File: src/hdl/fqc_pkg.sv
// Shared types and constants for the identifier queue with cancel.
// Used by fqc_ctrl, fqc_dpath and fifo_queue_with_cancel_by_id_top.
package fqc_pkg;

  localparam int unsigned CAPACITY_DEF = 16;
  localparam int unsigned ID_BITS_DEF  = 16;
  localparam int unsigned ID_MAX_BITS  = 32;
  localparam int unsigned ID_FIELD_W   = 16;
  localparam int unsigned COUNT_FIELD_W = 5;

  typedef enum logic [1:0] {
    MODE_ENQ    = 2'd0,
    MODE_DEQ    = 2'd1,
    MODE_CANCEL = 2'd2,
    MODE_NOP    = 2'd3
  } mode_e;

  typedef enum logic [1:0] {
    ST_OK       = 2'd0,
    ST_EMPTY    = 2'd1,
    ST_FULL     = 2'd2,
    ST_NOTFOUND = 2'd3
  } status_e;

  typedef enum logic [1:0] {
    CS_IDLE = 2'd0,
    CS_EXEC = 2'd1,
    CS_RESP = 2'd2
  } ctrl_state_e;

  typedef struct packed {
    logic [1:0]            mode;
    logic [ID_FIELD_W-1:0] entry_id;
  } in_word_t;

  typedef struct packed {
    logic [1:0]               status;
    logic [ID_FIELD_W-1:0]    removed_id;
    logic [COUNT_FIELD_W-1:0] entry_count;
    logic [ID_FIELD_W-1:0]    front_id;
  } out_word_t;

  // Commands from the controller to the datapath.
  typedef struct packed {
    logic capture;
    logic execute;
  } dp_cmd_t;

endpackage

File: src/hdl/fqc_ctrl.sv
// Controller state machine for the identifier queue: sequences capture,
// execution and result hand-over. Depends on fqc_pkg.
module fqc_ctrl (
  input  logic             clk_i,
  input  logic             rst_ni,
  input  logic             in_valid_i,
  output logic             in_stall_o,
  output logic             out_valid_o,
  input  logic             out_stall_i,
  output fqc_pkg::dp_cmd_t cmd_o
);
  import fqc_pkg::*;

  ctrl_state_e state_q, state_d;

  always_ff @(posedge clk_i or negedge rst_ni) begin
    if (!rst_ni) begin
      state_q <= CS_IDLE;
    end else begin
      state_q <= state_d;
    end
  end

  always_comb begin
    state_d       = state_q;
    in_stall_o    = 1'b1;
    out_valid_o   = 1'b0;
    cmd_o.capture = 1'b0;
    cmd_o.execute = 1'b0;
    case (state_q)
      CS_IDLE: begin
        in_stall_o = 1'b0;
        if (in_valid_i) begin
          cmd_o.capture = 1'b1;
          state_d       = CS_EXEC;
        end
      end
      CS_EXEC: begin
        cmd_o.execute = 1'b1;
        state_d       = CS_RESP;
      end
      CS_RESP: begin
        out_valid_o = 1'b1;
        if (!out_stall_i) begin
          state_d = CS_IDLE;
        end
      end
      default: begin
        state_d = CS_IDLE;
      end
    endcase
  end

endmodule

File: src/hdl/fqc_dpath.sv
// Datapath of the identifier queue: request register, row of slot cells
// with per-slot compare and compacting shift, count and result register.
// Depends on fqc_pkg.
module fqc_dpath #(
  parameter int unsigned CAPACITY = fqc_pkg::CAPACITY_DEF,
  parameter int unsigned ID_BITS  = fqc_pkg::ID_BITS_DEF
) (
  input  logic              clk_i,
  input  logic              rst_ni,
  input  fqc_pkg::dp_cmd_t  cmd_i,
  input  fqc_pkg::in_word_t in_word_i,
  output fqc_pkg::out_word_t out_word_o
);
  import fqc_pkg::*;

  localparam int unsigned CntW = $clog2(CAPACITY + 1);

  in_word_t             req_q;
  out_word_t            res_q, res_d;
  logic [CntW-1:0]      count_q, count_d;
  logic [ID_BITS-1:0]   slot_q [CAPACITY];
  logic [ID_BITS-1:0]   slot_d [CAPACITY];
  logic [ID_BITS-1:0]   slot_nxt [CAPACITY];
  logic [CAPACITY-1:0]  hit, seen, is_tail;
  logic [ID_MAX_BITS-1:0] id_ext;
  logic [ID_BITS-1:0]   id;
  logic                 full, empty, found;

  assign id_ext = ID_MAX_BITS'(req_q.entry_id);
  assign id     = id_ext[ID_BITS-1:0];
  assign full   = (count_q == CntW'(CAPACITY));
  assign empty  = (count_q == '0);

  // Per-slot compare against the request, and the value each cell would
  // take when the entries behind it move forward.
  for (genvar g = 0; g < CAPACITY; g++) begin : g_cell
    assign hit[g]     = (CntW'(g) < count_q) && (slot_q[g] == id);
    assign is_tail[g] = (CntW'(g) == count_q);
    if (g < CAPACITY - 1) begin : g_shift
      assign slot_nxt[g] = slot_q[g+1];
    end else begin : g_last
      assign slot_nxt[g] = slot_q[g];
    end
  end

  // Slots from the first match onwards close up the gap.
  always_comb begin
    seen[0] = hit[0];
    for (int i = 1; i < CAPACITY; i++) begin
      seen[i] = seen[i-1] | hit[i];
    end
  end
  assign found = seen[CAPACITY-1];

  always_comb begin
    count_d = count_q;
    res_d   = '0;
    for (int i = 0; i < CAPACITY; i++) begin
      slot_d[i] = slot_q[i];
    end
    case (mode_e'(req_q.mode))
      MODE_ENQ: begin
        if (full) begin
          res_d.status = ST_FULL;
        end else begin
          for (int i = 0; i < CAPACITY; i++) begin
            if (is_tail[i]) slot_d[i] = id;
          end
          count_d = count_q + CntW'(1);
        end
      end
      MODE_DEQ: begin
        if (empty) begin
          res_d.status = ST_EMPTY;
        end else begin
          res_d.removed_id = ID_FIELD_W'(slot_q[0]);
          for (int i = 0; i < CAPACITY; i++) begin
            slot_d[i] = slot_nxt[i];
          end
          count_d = count_q - CntW'(1);
        end
      end
      MODE_CANCEL: begin
        if (found) begin
          res_d.removed_id = ID_FIELD_W'(id);
          for (int i = 0; i < CAPACITY; i++) begin
            if (seen[i]) slot_d[i] = slot_nxt[i];
          end
          count_d = count_q - CntW'(1);
        end else begin
          res_d.status = ST_NOTFOUND;
        end
      end
      default: begin
        res_d.status = ST_OK;
      end
    endcase
    res_d.entry_count = COUNT_FIELD_W'(count_d);
    res_d.front_id    = (count_d != '0) ? ID_FIELD_W'(slot_d[0]) : '0;
  end

  always_ff @(posedge clk_i or negedge rst_ni) begin
    if (!rst_ni) begin
      count_q <= '0;
    end else if (cmd_i.execute) begin
      count_q <= count_d;
    end
  end

  always_ff @(posedge clk_i) begin
    if (cmd_i.capture) begin
      req_q <= in_word_i;
    end
    if (cmd_i.execute) begin
      res_q <= res_d;
      for (int i = 0; i < CAPACITY; i++) begin
        slot_q[i] <= slot_d[i];
      end
    end
  end

  assign out_word_o = res_q;

endmodule

File: src/hdl/fifo_queue_with_cancel_by_id_top.sv
// Top level of the ordered identifier queue with cancel by identifier.
// Instantiates fqc_ctrl and fqc_dpath; depends on fqc_pkg.
//
//   Channel   Direction   Handshake               Word
//   --------  ----------  ----------------------  -------------------------
//   request   in          in_valid_i/in_stall_o   in_word_i  (mode, entry_id)
//   result    out         out_valid_o/out_stall_i out_word_o (status,
//                                                  removed_id, entry_count,
//                                                  front_id)
//
// Each request is captured into the request register, then the whole row of slot
// cells compares, shifts and writes in parallel, then the result word is presented
// for as long as out_stall_i holds it. The next request is taken the cycle after the
// result word leaves.
// Reset clears the controller and the entry count; slot contents are not
// reset and are only ever read below the count.
// While out_stall_i holds the result, in_stall_o stays high.
module fifo_queue_with_cancel_by_id_top #(
  parameter int unsigned CAPACITY = fqc_pkg::CAPACITY_DEF,
  parameter int unsigned ID_BITS  = fqc_pkg::ID_BITS_DEF
) (
  input  logic               clk_i,
  input  logic               rst_ni,
  input  logic               in_valid_i,
  output logic               in_stall_o,
  input  fqc_pkg::in_word_t  in_word_i,
  output logic               out_valid_o,
  input  logic               out_stall_i,
  output fqc_pkg::out_word_t out_word_o
);
  import fqc_pkg::*;

  // Command bundle: capture latches the request, execute applies it.
  dp_cmd_t cmd;

  fqc_ctrl u_ctrl (
    .clk_i       (clk_i),
    .rst_ni      (rst_ni),
    .in_valid_i  (in_valid_i),
    .in_stall_o  (in_stall_o),
    .out_valid_o (out_valid_o),
    .out_stall_i (out_stall_i),
    .cmd_o       (cmd)
  );

  // The datapath holds the slots with the front in slot zero, so the front
  // identifier and the dequeued identifier need no read multiplexer.
  fqc_dpath #(
    .CAPACITY (CAPACITY),
    .ID_BITS  (ID_BITS)
  ) u_dpath (
    .clk_i      (clk_i),
    .rst_ni     (rst_ni),
    .cmd_i      (cmd),
    .in_word_i  (in_word_i),
    .out_word_o (out_word_o)
  );

endmodule

File: config.mk
export PLATFORM = sky130hd
export DESIGN_NAME = fifo_queue_with_cancel_by_id_top
export DESIGN_NICKNAME = d
export VERILOG_FILES = /design/src/hdl/fqc_pkg.sv /design/src/hdl/fqc_ctrl.sv /design/src/hdl/fqc_dpath.sv /design/src/hdl/fifo_queue_with_cancel_by_id_top.sv
export SDC_FILE = /design/constraint.sdc
export NUM_CORES = 1
export LEC_CHECK = 0
export ABC_CLOCK_PERIOD_IN_PS = 5650
export BUFFER_PORTS_ARGS = -buffer_cell sky130_fd_sc_hd__buf_2
export CAP_MARGIN = 20
export CORE_ASPECT_RATIO = 1.4
export CORE_MARGIN = 5
export CORE_UTILIZATION = 40
export CTS_CLUSTER_SIZE = 24
export DETAILED_ROUTE_END_ITERATION = 12
export GPL_TIMING_DRIVEN = 0
export PLACE_DENSITY_LB_ADDON = 0.2
export REMOVE_ABC_BUFFERS = 1
export SLEW_MARGIN = 5
export SYNTH_ARGS = -nofsm -noshare
export SYNTH_HDL_FRONTEND = slang
export SYNTH_HIERARCHICAL = 1
export SYNTH_SLANG_ARGS = --single-unit
File: constraint.sdc
create_clock -name clk_i -period 5.65 [get_ports clk_i]
set_input_delay 1.13 -clock clk_i [delete_from_list [all_inputs] [get_ports clk_i]]
set_output_delay 1.13 -clock clk_i [all_outputs]
set_load 0.01 [all_outputs]
## Word level (Yosys, flattened, before mapping)

Memories as Yosys holds them, arrays and structs flattened.
Cells that the tools add are included.

| word-level totals | value |
|---|---|
| logic and storage cells | 157 |
| memory bits (writable) | 256 |
| memories | 1 |
| bits in registers | 64 |

Memories:

| memory | depth | bits a word | read ports | clocked after Yosys merged registers in | wr ports | RTL line | RTL |
|---|---|---|---|---|---|---|---|
| u_dpath.slot_q | 16 | 16 | 16 | 0 | 16 | fqc_dpath.sv:21 | `logic [ID_BITS-1:0] slot_q [CAPACITY];` |

| cells by class | value |
|---|---|
| reductions and logical operators | 21 |
| equality and inequality tests | 38 |
| bitwise logic cells | 15 |
| magnitude comparators | 16 |
| muxes and demuxes | 56 |
| add/subtract/negate cells | 2 |

Operator list:

| kind | number |
|---|---|
| $mux 256 | 3 |
| $pmux 256 s3 | 1 |
| $mux 16 | 33 |
| $eq 16x16->1 | 16 |
| $eq 4x5->1 const A | 8 |
| $lt 4x5->1 const A | 8 |
| $pmux 16 s2 | 1 |
| $eq 3x5->1 const A | 4 |
| $lt 3x5->1 const A | 4 |
| $logic_and 1x1->1 | 16 |
| $mux 5 | 3 |
| $or 1x1->1 | 15 |
| $pmux 5 s3 | 1 |
| $pmux 2 s3 | 2 |
| $eq 2x5->1 const A | 2 |
| $lt 1x5->1 const A | 2 |
| $lt 2x5->1 const A | 2 |
| $mux 1 | 8 |
| $mux 2 | 4 |
| $add 5x1->5 const B | 1 |
| $eq 1x5->1 const A | 1 |
| $eq 5x5->1 const B | 1 |
| $logic_not 5->1 | 1 |
| $reduce_bool 5->1 | 1 |
| other kinds (6) | 10 |

## Depth between registers and ports, before layout

An unclocked memory read counts as a cell.

| logic depth | value |
|---|---|
| word-level depth | 21 |
| mapped depth | 13 |
| mapped depth without buffers | 11 |

## Cells and area by module

The synthesis kept the hierarchy.

By module, submodules not included:

| module | times used | area an instance (um^2) | cells each |
|---|---|---|---|
| fqc_dpath | 1 | 17939.7 | 1545 |
| fqc_ctrl | 1 | 95.1 | 10 |

## Worst setup path after synthesis

Ideal clock, no wire load.

| timing path | value |
|---|---|
| path kind | register -> register |
| start | reg, netlist name u_dpath/id[4] |
| end | mem u_dpath/slot_q[0][112] (netlist bit) (enable) |
| stages on the path, launching flop included | 13 |
| clock period less this slack | 4.126 ns |
| buffers on the path | 3 |
| arrival | 3.710 ns |
| setup slack | 1.524 ns |
| path through | edfxtp_1 buf_6 xor2_1 or4_4 nor3_4 a22oi_2 and4_4 buf_6 nand3_1 and2_1 nand3_1 clkbuf_1 a221oi_1 |

RTL lines:

| element | RTL line |
|---|---|
| to (decl) | fqc_dpath.sv:21 |

==> results_dict.tcl <==
set metrics [dict create \
    status "completed" \
    ys.warnings.count 6 \
    drt_pass1_iterations 6 \
    dpl_cell_area_um2 19600 \
    cts.clk_slew.worst_paths_ns 0.07 \
    setup-tns-final_ns 0 \
    fp.dieW_um 189 \
    drc_errors 0 \
    fin_area_um2 20600 \
    vias 13100 \
    synthTopCellsByArea "edfxtp_1 52%, a21o_1 9.4%, xnor2_1 7.0%" \
    vias_per_cell 6.08 \
    finalMaxSlewViolations 0 \
    critPathLaunchType "flop" \
    syn_avg_cell_area_um2 11.6 \
    ys.flop_type "edfxtp_1" \
    drive_above_1_share_pct 13.4 \
    intPower_mw 5.61 \
    synth.cell_area_um2 18000 \
    dpl.cell_count 2106 \
    critPathMaxFanout 28 \
    clkPwrFrac_pct 23.6 \
    synth_top_area_cell "edfxtp_1" \
    crit_type "reg2reg" \
    tightest_slew_ns 1.20 \
    whs_ns 0.362 \
    max_stage_delay_ns 1.07 \
    crit_required_ns 5.92 \
    irDropWorstVdd_v 0.000235 \
    fmax_ghz 0.185 \
    stdcell_count 2164 \
    fin_ws_ns 0.251 \
    cts_hold_buf 0 \
    grt_pass1_wl_um 85600 \
    pwr-share-comb_pct 34.8 \
    cts.path.max_buffers 3 \
    fin_util_pct 45.9 \
    clkLatencyLatePin_ns 0.60 \
    postSynth.asyncResetShare_pct 2.19 \
    cts_buffers 31 \
    hpwl_um 42300 \
    ys_ff_latch 320 \
    crit_slowest_cell "dfrtp_1" \
    io_pins 63 \
    num-fill-cells 3992 \
    cp_common_cell "nand3_1" \
    p_switching_mw 3.22 \
    die-area_um2 49500 \
    power_frac_seq_pct 41.6 \
    cp.arrival_ns 5.67 \
    cap_viol_max_count 0 \
    track_usage_pct 23.0 \
    cts.sinks 320 \
    synthCells 1555 \
    grt_max_degree 43 \
    setup_viol 0 \
    ant_nets 0 \
    grt_overflow 0 \
    synth_edf_count 313 \
    fin_skew_ns 0.0352 \
    io_buffers 62 \
    grt_pass1_vias 13100 \
    p_per_area_nw_per_um2 429 \
    cts_tree "yes" \
    period_share_pct 95.6 \
    switching_share_pct 36.4 \
    antenna_found_initial 0 \
    start_util_pct 40.3 \
    ys_seq_area_share_pct 53.1 \
    nets 1608 \
    gp_congestion 0.901 \
    pre_cts_ws_ns 0.141 \
    wl_um 58500 \
    htreeDepth 1 \
    num_rows 92 \
    area_growth_pct 14.1 \
    cts-root-buf "clkbuf_16" \
    p_leak_nw 8.45 \
    routedWlPerCell_um 27.0 \
    synth_cell_types 77 \
    final_hold_viol_count 0 \
    endpoint_kind "flop" \
    period_needed_ns 5.40 \
    path_cells "a31oi_1, or4b_1, o2bb2ai_1, nor4b_1, nand3_1, and2_1, nand3_1, a221oi_2, buf_4" \
    dieHeight_um 261 \
    power.total_mw 8.82 \
    core-area_um2 44800 \
    holdCritPathClass "in2async" \
    drt_iter0_drc 1373 \
    relSlewSlack_pct 19.9 \
    synth_top_area_share_pct 52.1 \
    cts_setup_buffers 0 \
    rsz0062_at_grt "no" \
]
-- synthesized netlist by cell type (24+ instances only) --
master	count
edfxtp_1	313
a21o_1	225
xnor2_1	145
nand2_1	112
xor2_1	112
clkbuf_1	62
nand4_1	56
nor2_1	56
nor4_1	37
a21oi_1	36
buf_2	35
nand3_1	26
a22oi_1	25
and3_1	25
buf_4	24
-- area by class of cell --
class	count	area (µm²)	area share [%]
flip-flops and latches	320	9570	46.5
multi-input cells	1090	7880	38.3
repair buffers	118	1360	6.63
clock buffers	37	798	3.88
well taps	564	706	3.43
clock inverters	19	193	0.937
inverters	15	56.3	0.274
diodes	1	2.50	0.0122
-- flip-flops by register name, summed over array words and instances, names as in the netlist --
register / count
u_dpath/out_word_o: 39
u_dpath/slot_q: 256
u_dpath/req_q: 2
u_dpath/count_q: 5
u_ctrl/state_q: 2
u_dpath/id: 16
-- worst max-delay path: cells and delay by family (launching register included) --
family | cells | cell delay (ns)
DFF | 1 | 1.07
and+or+nand+nor | 5 | 1.93
AOI/OAI and AO/OA | 3 | 1.73
buffers and inverters | 1 | 0.32
-- logic make-up after synthesis --
kind of cell,Yosys count,synth area share (%)
AND/OR/NAND/NOR,430,13.3
AO/OA/AOI/OAI,392,16.2
flip-flops,320,53.1
XOR/XNOR,257,12.5
buffers and inverters,145,4.09
adder cells (fa/ha/maj),10,0.694
multiplexers,1,0.0624
-- repair_timing --
action / CTS / global route
endpoints found under the setup margin: 0 / 101
endpoints found under the hold margin: 0 / 0
resized for setup: 0 / 2
-- final timing paths --
check	slack, ns	depth (start not counted)	endpoint	start
max	0.25	9	u_dpath/slot_q[0][104]	u_dpath/count_q[2]
max reg2reg	0.25	9	u_dpath/slot_q[0][104]	u_dpath/count_q[2]
max in group asynchronous	5.11	1	u_dpath/count_q[4]	rst_ni
min in group clk_i	0.57	1	u_dpath/slot_q[0][21]	u_dpath/slot_q[0][37]
min	0.36	1	u_dpath/count_q[3]	rst_ni
min reg2reg	0.57	1	u_dpath/slot_q[0][21]	u_dpath/slot_q[0][37]
-- cells in the final DEF (no fill, tap or decap), types with 7 or more instances in the layout --
cell,count
a21boi_2,10
a21o_1,225
a21oi_1,35
a221oi_1,14
a22oi_1,25
and3_1,25
buf_16,25
buf_2,62
buf_4,13
clkbuf_16,31
clkinv_1,7
dfrtp_1,7
edfxtp_1,313
ha_1,8
inv_1,15
nand2_1,112
nand3_1,26
nand4_1,56
nand4b_1,9
nor2_1,55
nor2b_1,20
nor3_1,16
nor4_1,36
nor4b_1,12
o21ai_0,23
or3_1,7
xnor2_1,145
xor2_1,112
-- power by group through the flow --
stage	logic [mW]	clock network (mW)	registers [mW]
after floorplan	1.74	0	3.65
after global placement	2.50	0	3.92
after detailed placement	3.01	0	3.70
after CTS	3.03	2.12	3.66
after global routing	3.26	2.20	3.70
final	3.07	2.08	3.67
-- routing by layer --
layer / part of all wire (%) / GRT usage [%] / vias up
met1: 39 / 28.7 / 6577
li1: - / - / 5833
met5: 0 / 0 / -
met4: 5.8 / 11.3 / 0
met3: 6.5 / 2.69 / 160
met2: 48 / 39.9 / 579
(Power assumes the default switching activity.)
